`src/rtl/mvus_pkg.sv`:
```
// Shared constants and types for the MPEG-1 video unit splitter.
package mvus_pkg;

    // Width of one stream byte
    localparam int BYTE_W = 8;

    // Look-ahead window: holds four bytes, the oldest at index 0
    localparam int WINDOW_DEPTH = 4;
    localparam int FILL_W       = $clog2(WINDOW_DEPTH + 1);

    // A start code found less than this many bytes into a unit is ignored
    localparam int MIN_UNIT_LEN = 4;
    localparam int OFFSET_W     = $clog2(MIN_UNIT_LEN + 1);

    // Start code bytes: 00 00 01 then one of the recognized codes
    localparam logic [BYTE_W-1:0] SC_ZERO     = 8'h00;
    localparam logic [BYTE_W-1:0] SC_ONE      = 8'h01;
    localparam logic [BYTE_W-1:0] SC_PICTURE  = 8'h00;
    localparam logic [BYTE_W-1:0] SC_SEQ_HDR  = 8'hb3;
    localparam logic [BYTE_W-1:0] SC_GOP      = 8'hb8;

    typedef logic [BYTE_W-1:0] t_byte;
    typedef t_byte t_window [WINDOW_DEPTH];

endpackage

```
`src/rtl/mvus_if.sv`:
```
// Handshake channels of the unit splitter: raw stream in, unit bytes out.
interface mvus_in_if;
    logic       valid;
    logic       ready;
    logic [7:0] stream_byte;

    modport source (output valid, output stream_byte, input ready);
    modport sink   (input valid, input stream_byte, output ready);
endinterface

interface mvus_out_if;
    logic       valid;
    logic       ready;
    logic [7:0] unit_byte;
    logic       unit_first;
    logic       unit_last;

    modport source (output valid, output unit_byte, output unit_first,
                    output unit_last, input ready);
    modport sink   (input valid, input unit_byte, input unit_first,
                    input unit_last, output ready);
endinterface

```
`src/rtl/mpeg1_video_unit_splitter.sv`:
```
// Top level of the MPEG-1 video unit splitter.
//
// Usage:
//   i_in carries the raw video elementary stream, one byte per beat.
//   o_out carries the bytes of each unit with first/last flags. A unit
//   starts at a start code 00 00 01 xx (xx = 00, B3 or B8) and ends at
//   the byte before the next one; bytes ahead of the first start code
//   are dropped. A start code less than four bytes into a unit is data.
// Latency and throughput:
//   One byte accepted per cycle unless o_out stalls. A byte comes out with
//   the beat that accepts the fourth byte after it, and is valid on o_out
//   the cycle after that edge. The rate is set by the single output
//   register; the window compare is one level of byte matching.
// Reset:
//   Fill count and unit tracking clear, the window does not; the first
//   four bytes only fill the window. The last unit is never closed: its
//   final four bytes stay in the window until more input arrives.
// Stall:
//   When o_out.ready is low with a beat pending, i_in.ready drops and the
//   window holds; nothing is lost or repeated.
module mpeg1_video_unit_splitter
    import mvus_pkg::*;
(
    input  logic               i_clk,
    input  logic               i_rst_n,
    mvus_in_if.sink            i_in,
    mvus_out_if.source         o_out
);

    t_window               r_window;
    t_window               n_window;
    logic [FILL_W-1:0]     r_fill;
    logic [FILL_W-1:0]     n_fill;
    logic                  r_inside;
    logic                  n_inside;
    logic [OFFSET_W-1:0]   r_offset;
    logic [OFFSET_W-1:0]   n_offset;
    logic                  r_out_valid;
    t_byte                 r_out_byte;
    logic                  r_out_first;
    logic                  r_out_last;

    logic                  accept;
    logic                  window_full;
    logic                  is_sc;
    logic                  emit;
    logic                  last;
    logic [OFFSET_W-1:0]   bumped_offset;

    // Take a byte whenever the output register is free or draining
    assign i_in.ready  = !r_out_valid || o_out.ready;
    assign accept      = i_in.valid && i_in.ready;
    assign window_full = (r_fill == FILL_W'(WINDOW_DEPTH));

    // Shift the new byte into the window; during fill this lands the
    // bytes in arrival order just the same
    always_comb begin
        for (int k = 0; k < WINDOW_DEPTH - 1; k++) begin
            n_window[k] = r_window[k + 1];
        end
        n_window[WINDOW_DEPTH - 1] = i_in.stream_byte;
    end

    mvus_sc_detect u_sc_detect (
        .i_window        (n_window),
        .o_is_start_code (is_sc)
    );

    // Saturating position of the leaving byte's successor within its unit
    assign bumped_offset = (r_offset >= OFFSET_W'(MIN_UNIT_LEN - 1)) ?
                           OFFSET_W'(MIN_UNIT_LEN) : r_offset + OFFSET_W'(1);

    // Unit tracking
    always_comb begin
        n_fill   = r_fill;
        n_inside = r_inside;
        n_offset = r_offset;
        last     = 1'b0;
        emit     = 1'b0;
        if (accept) begin
            if (!window_full) begin
                n_fill = r_fill + FILL_W'(1);
                if (r_fill == FILL_W'(WINDOW_DEPTH - 1) && is_sc) begin
                    n_inside = 1'b1;
                    n_offset = '0;
                end
            end else if (r_inside) begin
                emit     = 1'b1;
                n_offset = bumped_offset;
                if (bumped_offset == OFFSET_W'(MIN_UNIT_LEN) && is_sc) begin
                    last     = 1'b1;
                    n_offset = '0;
                end
            end else if (is_sc) begin
                n_inside = 1'b1;
                n_offset = '0;
            end
        end
    end

    // Control state
    always_ff @(posedge i_clk) begin
        if (!i_rst_n) begin
            r_fill      <= '0;
            r_inside    <= 1'b0;
            r_offset    <= '0;
            r_out_valid <= 1'b0;
        end else begin
            r_fill   <= n_fill;
            r_inside <= n_inside;
            r_offset <= n_offset;
            if (accept) begin
                r_out_valid <= emit;
            end else if (o_out.ready) begin
                r_out_valid <= 1'b0;
            end
        end
    end

    // Window and output payload
    always_ff @(posedge i_clk) begin
        if (accept) begin
            r_window <= n_window;
        end
        if (accept && emit) begin
            r_out_byte  <= r_window[0];
            r_out_first <= (r_offset == '0);
            r_out_last  <= last;
        end
    end

    assign o_out.valid      = r_out_valid;
    assign o_out.unit_byte  = r_out_byte;
    assign o_out.unit_first = r_out_first;
    assign o_out.unit_last  = r_out_last;

endmodule

```
`src/rtl/mvus_sc_detect.sv`:
```
// Start code matcher over the four-byte look-ahead window.
module mvus_sc_detect
    import mvus_pkg::*;
(
    input  t_window i_window,
    output logic    o_is_start_code
);

    logic prefix_hit;
    logic code_hit;

    // 00 00 01 prefix in the three oldest bytes
    assign prefix_hit = (i_window[0] == SC_ZERO) && (i_window[1] == SC_ZERO) &&
                        (i_window[2] == SC_ONE);

    // Only picture, sequence header and GOP codes open a unit
    assign code_hit = (i_window[3] == SC_PICTURE) || (i_window[3] == SC_SEQ_HDR) ||
                      (i_window[3] == SC_GOP);

    assign o_is_start_code = prefix_hit && code_hit;

endmodule
```
`src/flat_wrapper.sv`:
```
// flat-port wrapper written by rule: the top's interface ports become plain ports
module mpeg1_video_unit_splitter_flat import mvus_pkg::*;
  (i_clk, i_rst_n, i_in_valid, i_in_stream_byte, i_in_ready, o_out_valid, o_out_unit_byte, o_out_unit_first, o_out_unit_last, o_out_ready);
  mvus_in_if i_in_i ();
  mvus_out_if o_out_i ();
  input  logic i_clk;
  input  logic i_rst_n;
  input wire logic [$bits(i_in_i.valid)-1:0] i_in_valid;
  input wire logic [$bits(i_in_i.stream_byte)-1:0] i_in_stream_byte;
  output wire logic [$bits(i_in_i.ready)-1:0] i_in_ready;
  output wire logic [$bits(o_out_i.valid)-1:0] o_out_valid;
  output wire logic [$bits(o_out_i.unit_byte)-1:0] o_out_unit_byte;
  output wire logic [$bits(o_out_i.unit_first)-1:0] o_out_unit_first;
  output wire logic [$bits(o_out_i.unit_last)-1:0] o_out_unit_last;
  input wire logic [$bits(o_out_i.ready)-1:0] o_out_ready;
  assign i_in_i.valid = i_in_valid;
  assign i_in_i.stream_byte = i_in_stream_byte;
  assign i_in_ready = i_in_i.ready;
  assign o_out_valid = o_out_i.valid;
  assign o_out_unit_byte = o_out_i.unit_byte;
  assign o_out_unit_first = o_out_i.unit_first;
  assign o_out_unit_last = o_out_i.unit_last;
  assign o_out_i.ready = o_out_ready;
  mpeg1_video_unit_splitter u_core (.i_clk(i_clk), .i_rst_n(i_rst_n), .i_in(i_in_i), .o_out(o_out_i));
endmodule
```
`config.mk`:
```
export PLATFORM = sky130hd
export DESIGN_NAME = mpeg1_video_unit_splitter_flat
export DESIGN_NICKNAME = d
export VERILOG_FILES = /design/src/rtl/mvus_pkg.sv /design/src/rtl/mvus_if.sv /design/src/rtl/mpeg1_video_unit_splitter.sv /design/src/rtl/mvus_sc_detect.sv /design/src/flat_wrapper.sv
export SDC_FILE = /design/constraint.sdc
export NUM_CORES = 1
export LEC_CHECK = 0
export ABC_AREA = 1
export CAP_MARGIN = 25
export CORE_MARGIN = 2
export CORE_UTILIZATION = 44
export CTS_CLUSTER_SIZE = 16
export DETAILED_ROUTE_END_ITERATION = 6
export DONT_BUFFER_PORTS = 1
export SLEW_MARGIN = 0
export SYNTH_ARGS = -nofsm -noshare
export SYNTH_HDL_FRONTEND = slang
export SYNTH_SLANG_ARGS = --single-unit
export TNS_END_PERCENT = 10
```
`constraint.sdc`:
```
create_clock -name i_clk -period 2 [get_ports i_clk]
set_input_delay 0.3 -clock i_clk [delete_from_list [all_inputs] [get_ports i_clk]]
set_output_delay 0.3 -clock i_clk [all_outputs]
set_load 0.05 [all_outputs]
```
==> impl_metrics.csv, run 1 <==
group,metric,value,unit
setup_path,crit_buf_inv,0,
placement,dp_slack,0.4558,ns
logic_synthesis,synth_top_area_cell,"edfxtp_1",
sta,hold_viol_final,0,
detailed_routing,ant_nets,0,
grt,overflow,0,
setup_path,r2r_start,"u_core.r_offset[0]",
grt,met1_usage,11.30,%
power_and_ir_drop,cellLeakagePower,0.8072,nW
power_and_ir_drop,p_per_area,853.4,nW/um^2
grt,grt_usage,9.836,%
clocking,cts_buffers,5,
clocking,clkSlewWorstSetupHoldPaths,0.08,ns
setup_path,path_common_cell,"nand3_1",
finish,ff_latch_area,1421,um^2
sta,fmax,637.0,MHz
logic_synthesis,yosysUniqueCellTypes,22,
grt,grt_busiest_layer,"met2",
clocking,htreeDepth,2,
logic_synthesis,avgSynthCellArea,12.75,um^2
grt,grt_pass1_vias,924,
floorplan,fp.dieW,71.01,um
clocking,cts.sinks,50,
min_path,hp-class,"input port to register",
detailed_routing,drc,0,
job,drv_cap,0,
floorplan,coreArea,4354,um^2
setup_path,critPathMaxFanout,3,
sta,worst_slew_pin_slew,0.4566,ns
detailed_routing,drt_iter0_drc,33,
placement,dp_hpwl,1622,um
sta,setup-violations-final,0,
finish,nFillCells,384,
finish,final_net_count,183,
logic_synthesis,yosysSeqAreaShare,71.94,%
setup_path,endpoint_kind,"register",
finish,instances_no_fill,218,
finish,layout-drive-gt1-share,14.46,%
setup_path,critPathSlowestCell,"dfxtp_1",
logic_synthesis,ys_async_sr_fraction,0,%
grt,grtUsageMet2,15.58,%
detailed_routing,drt_first_pass_iters,4,
logic_synthesis,synth_commonest_cells,"42 x edfxtp_1, 30 x nor2_1, 20 x nand2_1",
clocking,hold_buffers,0,
floorplan,die_h,71.01,um
logic_synthesis,synth_area_leaders,"edfxtp_1 64%, dfxtp_1 8.1%, nor2_1 5.7%",
placement,dpl.cell_count,210,
logic_synthesis,synthFlopType,"edfxtp_1",
setup_path,arrival,1.76,ns
finish,multi_input_comb_area,478.0,um^2
grt,grt_max_degree,38,
setup_path,cp-start-kind,"register",
clocking,cts_resized,0,
logic_synthesis,synth_cells,155,
setup_path,critPathKind,"register to register",
setup_path,startpoint,"u_core.r_offset[0]",
sta,setup_slack,0.4302,ns
power_and_ir_drop,max-vdd-ir-drop,404.8,uV
sta,clock_skew,0.005658,ns
sta,maxSlewHeadroom,69.62,%
sta,finalCritPeriodShare,78.49,%
setup_path,critPathMaxStageDelay,0.34,ns
detailed_routing,wire_per_inst,10.25,um
min_path,min-delay-start,"i_in_stream_byte[1]",
clocking,clk_latency,0.29,ns
detailed_routing,wl,2235,um
sta,grt_setup_unrepaired,"no",
placement,gp_congestion,0.9088,
clocking,cts-root-buf,"clkbuf_8",
outcome,outcome,"completed",
logic_synthesis,yosysWarnings,0,
floorplan,die-area,5042,um^2
placement,numPortBuffers,0,
floorplan,ioPinCount,24,
floorplan,row_count,24,
setup_path,crit_required,2.19,ns
finish,diodes,0,
grt,antenna_found_initial,0,
sta,finalCriticalPeriod,1.570,ns
clocking,cts_tree,"done",
logic_synthesis,ys_ff_latch,50,
logic_synthesis,synth_top_area_share,63.84,%
detailed_routing,num_vias,990,
setup_path,path_cells,"ha_1 > ha_1 > o31ai_1 > nand3_1 > nand3_1 > nand3_1 > nand2_1 > nor2_1",
grt,grt_pass1_wl,3753,um
setup_path,crit_family,"adder cells",
logic_synthesis,synth_edf_count,42,
clocking,clock_path_buffers,2,
detailed_routing,viasPerCell,4.541,
logic_synthesis,syn-num-nets,173,
logic_synthesis,syn_area,1976,um^2
grt,grt_util_met3,4.416,%
floorplan,start_util,45.37,%
clocking,postCtsSetupBuffers,0,
sta,slew_viol_final,0,
logic_synthesis,yosys.cell_count.top_type,"edfxtp_1",
finish,syn_to_final_growth,8.550,%
[logic make-up after synthesis]
kind of cell	synth area share (%)
DFF	71.94
and+or+nand+nor	17.54
adders and majority gates	3.800
buffers and inverters	3.863
AOI/OAI and AO/OA	2.850
[registers in the layout (all words and copies together) (netlist names)]
| signal | count |
|---|---|
| u_core.o_out.unit_last | 1 |
| u_core.o_out.unit_first | 1 |
| u_core.n_window | 24 |
| u_core.r_fill | 3 |
| u_core.r_inside | 1 |
| u_core.r_offset | 3 |
| u_core.r_window | 8 |
| u_core.o_out.valid | 1 |
| u_core.o_out.unit_byte | 8 |
[per-layer routing]
layer  routed length [um]  vias up
met2                 1063       30
met1                  995      418
met4                   36        0
met5                    0        -
li1                     -      538
met3                  140        4
[metrics by stage]
stage          setup TNS [ns]  instance area [um^2]  hold slack (ns)  total power, W  util (%)
6_report                    0                  2145          0.09914        0.001830     49.25
5_1_grt                     0                  2145          0.07781        0.001914     49.25
4_1_cts                     0                  2145          0.09357        0.001848     49.25
3_5_place_dp                0                  2063           0.3990        0.001329     47.39
3_3_place_gp                0                  2063           0.3990        0.001322     47.39
2_1_floorplan         -0.5730                  1976           0.3976        0.001308         -
[report_power, final]
group / internal, W / switching, W
logic: 0.0000330 / 0.0000652
clock network: 0.000240 / 0.000286
registers: 0.00118 / 0.0000229
[worst register-to-register path, cell delays in order (launching register included)]
cell and delay, ns:
dfxtp_1 0.34, ha_1 0.20, ha_1 0.29, o31ai_1 0.25
nand3_1 0.14, nand3_1 0.09, nand3_1 0.07, nand2_1 0.06
nor2_1 0.03
[layout make-up]
cell class                      instances  share of cell area (%)
Clock buffer                            6                   3.384
Timing Repair Buffer                    3                   1.050
Sequential cell                        50                   66.28
Multi-Input combinational cell         86                   22.29
Tap cell                               52                   3.034
Clock inverter                          2                  0.4084
Inverter                               19                   3.559
[path summary, 6_finish.rpt]
kind / end / slack, ns / cells past startpoint
max reg2reg: u_core.r_offset[2] / 0.43 / 8
min reg2reg: u_core.o_out.unit_byte[6] / 0.42 / 0
max: u_core.r_offset[2] / 0.43 / 8
min: u_core.n_window[9] / 0.1 / 0
[placed cells by master (no fill, tap or decap), types with 2 or more instances in the layout]
master and n:
inv_2 3, nand2_2 2, ha_1 6, a21oi_1 2
clkbuf_8 5, edfxtp_1 42, nor3_1 2, nand2_1 20
nand3_1 6, o21ai_0 4, nand3_2 2, nand2_4 4
buf_4 3, inv_1 15, nor2_4 2, dfxtp_1 8
nor2_1 30
(Power assumes the default switching activity.)
==> run 2: changes to the inputs <==
- ABC_AREA: 1 -> 0
- clock period: 2 -> 1.32 ns (I/O delays scaled with it)
==> run 2 against run 1 <==
Compared with the run above:
- the run now ends with setup timing left
- cell count fell by 8.7%
- hold slack got worse by 0.079 ns
- clock skew is 0.00053 ns higher
- sequential share of layout area fell by 5.7 points
- synthesized area decreased by 5.6%
- die area shrank 5.3%
- power increased by 68%
- via count up 5.4%
- critical path type unchanged
- largest cell class unchanged
- highest routed layer unchanged
==> impl_metrics.csv, run 2 <==
group,metric,value,unit
outcome,outcome,"finished with violations",
outcome,violations,"setup timing",
power_and_ir_drop,p_int,0.002463,W
floorplan,row_count,23,
logic_synthesis,yosys.cell_count.top_type,"edfxtp_1",
logic_synthesis,synth_top_area_cell,"edfxtp_1",
power_and_ir_drop,switching_share,19.76,%
floorplan,die_h,69.09,um
clocking,clk_latency,0.29,ns
power_and_ir_drop,p_per_area,1303,nW/um^2
power_and_ir_drop,max-vdd-ir-drop,774.1,uV
logic_synthesis,synth_edf_count,42,
sta,worst_slew_pin_slew,0.4739,ns
finish,final_area,2356,um^2
sta,setup_tns,-2.000,ns
sta,finalCriticalPeriod,1.762,ns
detailed_routing,wire_per_inst,13.65,um
detailed_routing,drc,0,
clocking,cts_buffers,5,
grt,grt_pass1_wl,4726,um
finish,final_net_count,166,
clocking,clock_path_buffers,2,
sta,slew_viol_final,0,
logic_synthesis,yosysWarnings,0,
sta,fmax,567.7,MHz
logic_synthesis,synth_cells,115,
setup_path,endpoint_kind,"register",
detailed_routing,ant_nets,0,
setup_path,crit_required,1.51,ns
setup_path,critPathMaxStageDelay,0.39,ns
setup_path,cp-start-kind,"register",
finish,syn_to_final_growth,26.38,%
setup_path,path_cells,"nor4_1 > nand3_1 > a311oi_4 > a21oi_1 > a32o_1",
power_and_ir_drop,clockPowerShare,34.9,%
power_and_ir_drop,p_comb_share,5.0,%
power_and_ir_drop,seq_power_share,60.1,%
grt,antenna_found_initial,0,
grt,grt_util_met3,3.801,%
setup_path,crit_buf_inv,0,
detailed_routing,drt_first_pass_iters,6,
finish,instances_no_fill,199,
clocking,postCtsSetupBuffers,0,
setup_path,arrival,1.95,ns
grt,grt_pass1_vias,1073,
logic_synthesis,synth_area_leaders,"edfxtp_1 68%, dfxtp_1 8.6%, ha_1 4.0%",
min_path,hp-class,"input port to register",
placement,numPortBuffers,0,
placement,gp_congestion,0.7446,
floorplan,start_util,46.27,%
placement,dpl.cell_count,182,
finish,post-route-util,58.48,%
sta,setup-violations-final,5,
logic_synthesis,synth_commonest_cells,"42 x edfxtp_1, 8 x dfxtp_1, 8 x inv_1",
logic_synthesis,avgSynthCellArea,16.21,um^2
power_and_ir_drop,cellLeakagePower,0.8472,nW
logic_synthesis,yosysSeqAreaShare,76.24,%
logic_synthesis,ys_ff_latch,50,
floorplan,ioPinCount,24,
clocking,cts.sinks,50,
logic_synthesis,synth_top_area_share,67.65,%
clocking,cts_tree,"done",
detailed_routing,wl,2716,um
floorplan,die-area,4773,um^2
grt,grt_max_degree,33,
grt,grt_busiest_layer,"met2",
finish,largest_register_ffs,24,
setup_path,crit_family,"compound AO/OA/AOI/OAI gates",
logic_synthesis,syn_area,1864,um^2
sta,maxSlewHeadroom,68.48,%
detailed_routing,num_vias,1043,
finish,final_cell_mix,"42 x edfxtp_1, 15 x buf_4, 9 x dlygate4sd3_1",
clocking,clkSlewWorstSetupHoldPaths,0.09,ns
grt,met1_usage,14.34,%
finish,final_common_cell,"edfxtp_1",
job,drv_cap,0,
sta,finalCritPeriodShare,133.5,%
clocking,htreeDepth,2,
setup_path,critPathMaxFanout,4,
floorplan,coreArea,4029,um^2
floorplan,fp.dieW,69.09,um
finish,layout-drive-gt1-share,28.19,%
placement,placed_cell_area,2096,um^2
finish,diodes,0,
grt,grt_usage,12.49,%
logic_synthesis,yosysUniqueCellTypes,30,
logic_synthesis,ys_async_sr_fraction,0,%
clocking,cts-root-buf,"clkbuf_8",
detailed_routing,viasPerCell,5.241,
detailed_routing,drt_iter0_drc,48,
grt,grtUsageMet2,21.58,%
sta,setup_slack,-0.4416,ns
grt,overflow,0,
logic_synthesis,syn-num-nets,133,
logic_synthesis,synthFlopType,"edfxtp_1",
power_and_ir_drop,switchingPower,0.0006063,W
setup_path,critPathSlowestCell,"edfxtp_1",
setup_path,critPathKind,"register to register",
placement,dp_hpwl,1882,um
sta,grt_setup_unrepaired,"yes",
sta,clock_skew,0.006192,ns
sta,hold_viol_final,0,
sta,hold_ws,0.01995,ns
-- run 2: cell count changes in the layout (fill, tap and decap cells not counted), sizes merged, moves of 3 or more --
cell         previous run  this run
buf                     3        17
dlygate4sd3             0         9
inv                    18         8
nand2                  26         2
nand3                   8         4
nor2                   32         7
nor2b                   0         3
nor4                    0         6
-- run 2: kinds of logic after synthesis --
| family | after synthesis | synth area share (%) |
|---|---|---|
| DFF | 50 | 76.24 |
| and+or+nand+nor | 34 | 11.34 |
| AOI/OAI and AO/OA | 15 | 5.771 |
| buffers and inverters | 8 | 1.611 |
| adders and majority gates | 6 | 4.027 |
| xor gates and xnor gates | 1 | 0.4699 |
| muxes | 1 | 0.5369 |
-- run 2: area by class of cell --
| cell class | count | area [um^2] |
|---|---|---|
| Fill cell | 334 | 1673 |
| Tap cell | 50 | 62.56 |
| Sequential cell | 50 | 1428 |
| Clock buffer | 5 | 68.82 |
| Inverter | 8 | 36.28 |
| Multi-Input combinational cell | 57 | 475.5 |
| Clock inverter | 3 | 47.55 |
| Timing Repair Buffer | 26 | 237.7 |
-- run 2: timing repair --
action	4_1_cts	5_1_grt
endpoints found under the hold margin	8	1
pin swaps	8	1
gates resized for setup	10	3
setup endpoints to repair	15	15
hold buffers	8	1
-- run 2: per-stage QoR --
step	total power, W	worst slack [ns]
2_1_floorplan	0.001943	-0.2466
6_report	0.003069	-0.4416
4_1_cts	0.003103	-0.4215
3_5_place_dp	0.002004	-0.4433
5_1_grt	0.003216	-0.5282
3_3_place_gp	0.001994	-0.3877
-- run 2: worst paths after layout --
path                            cells after the start  slack [ns]                start                   endpoint
worst max-delay path                                5       -0.44  u_core.n_window[12]         u_core.r_offset[2]
worst min-delay path                                1        0.02              i_rst_n         u_core.r_offset[0]
worst max register to register                      5       -0.44  u_core.n_window[12]         u_core.r_offset[2]
worst min register to register                      0        0.43  u_core.r_window[31]  u_core.o_out.unit_byte[7]
-- run 2: worst register-to-register path: cells and delay by family (launching register included) --
family,cells,cell delay (ns)
DFF,1,0.39
and+or+nand+nor,2,0.52
AOI/OAI and AO/OA,3,0.76
-- run 2: power by group through the flow --
stage / sequential [W] / combinational, W / clock, W
after global placement: 0.00187 / 0.000119 / 0
after CTS: 0.00184 / 0.000155 / 0.00110
after detailed placement: 0.00188 / 0.000125 / 0
after floorplan: 0.00186 / 0.0000776 / 0
after global routing: 0.00186 / 0.000176 / 0.00118
final: 0.00184 / 0.000155 / 0.00107
-- run 2: metal layers --
layer | routed length, um | share of wire [%]
met4 | 27 | 0.99
met2 | 1397 | 51
met1 | 1138 | 42
met5 | 0 | 0
met3 | 153 | 5.6
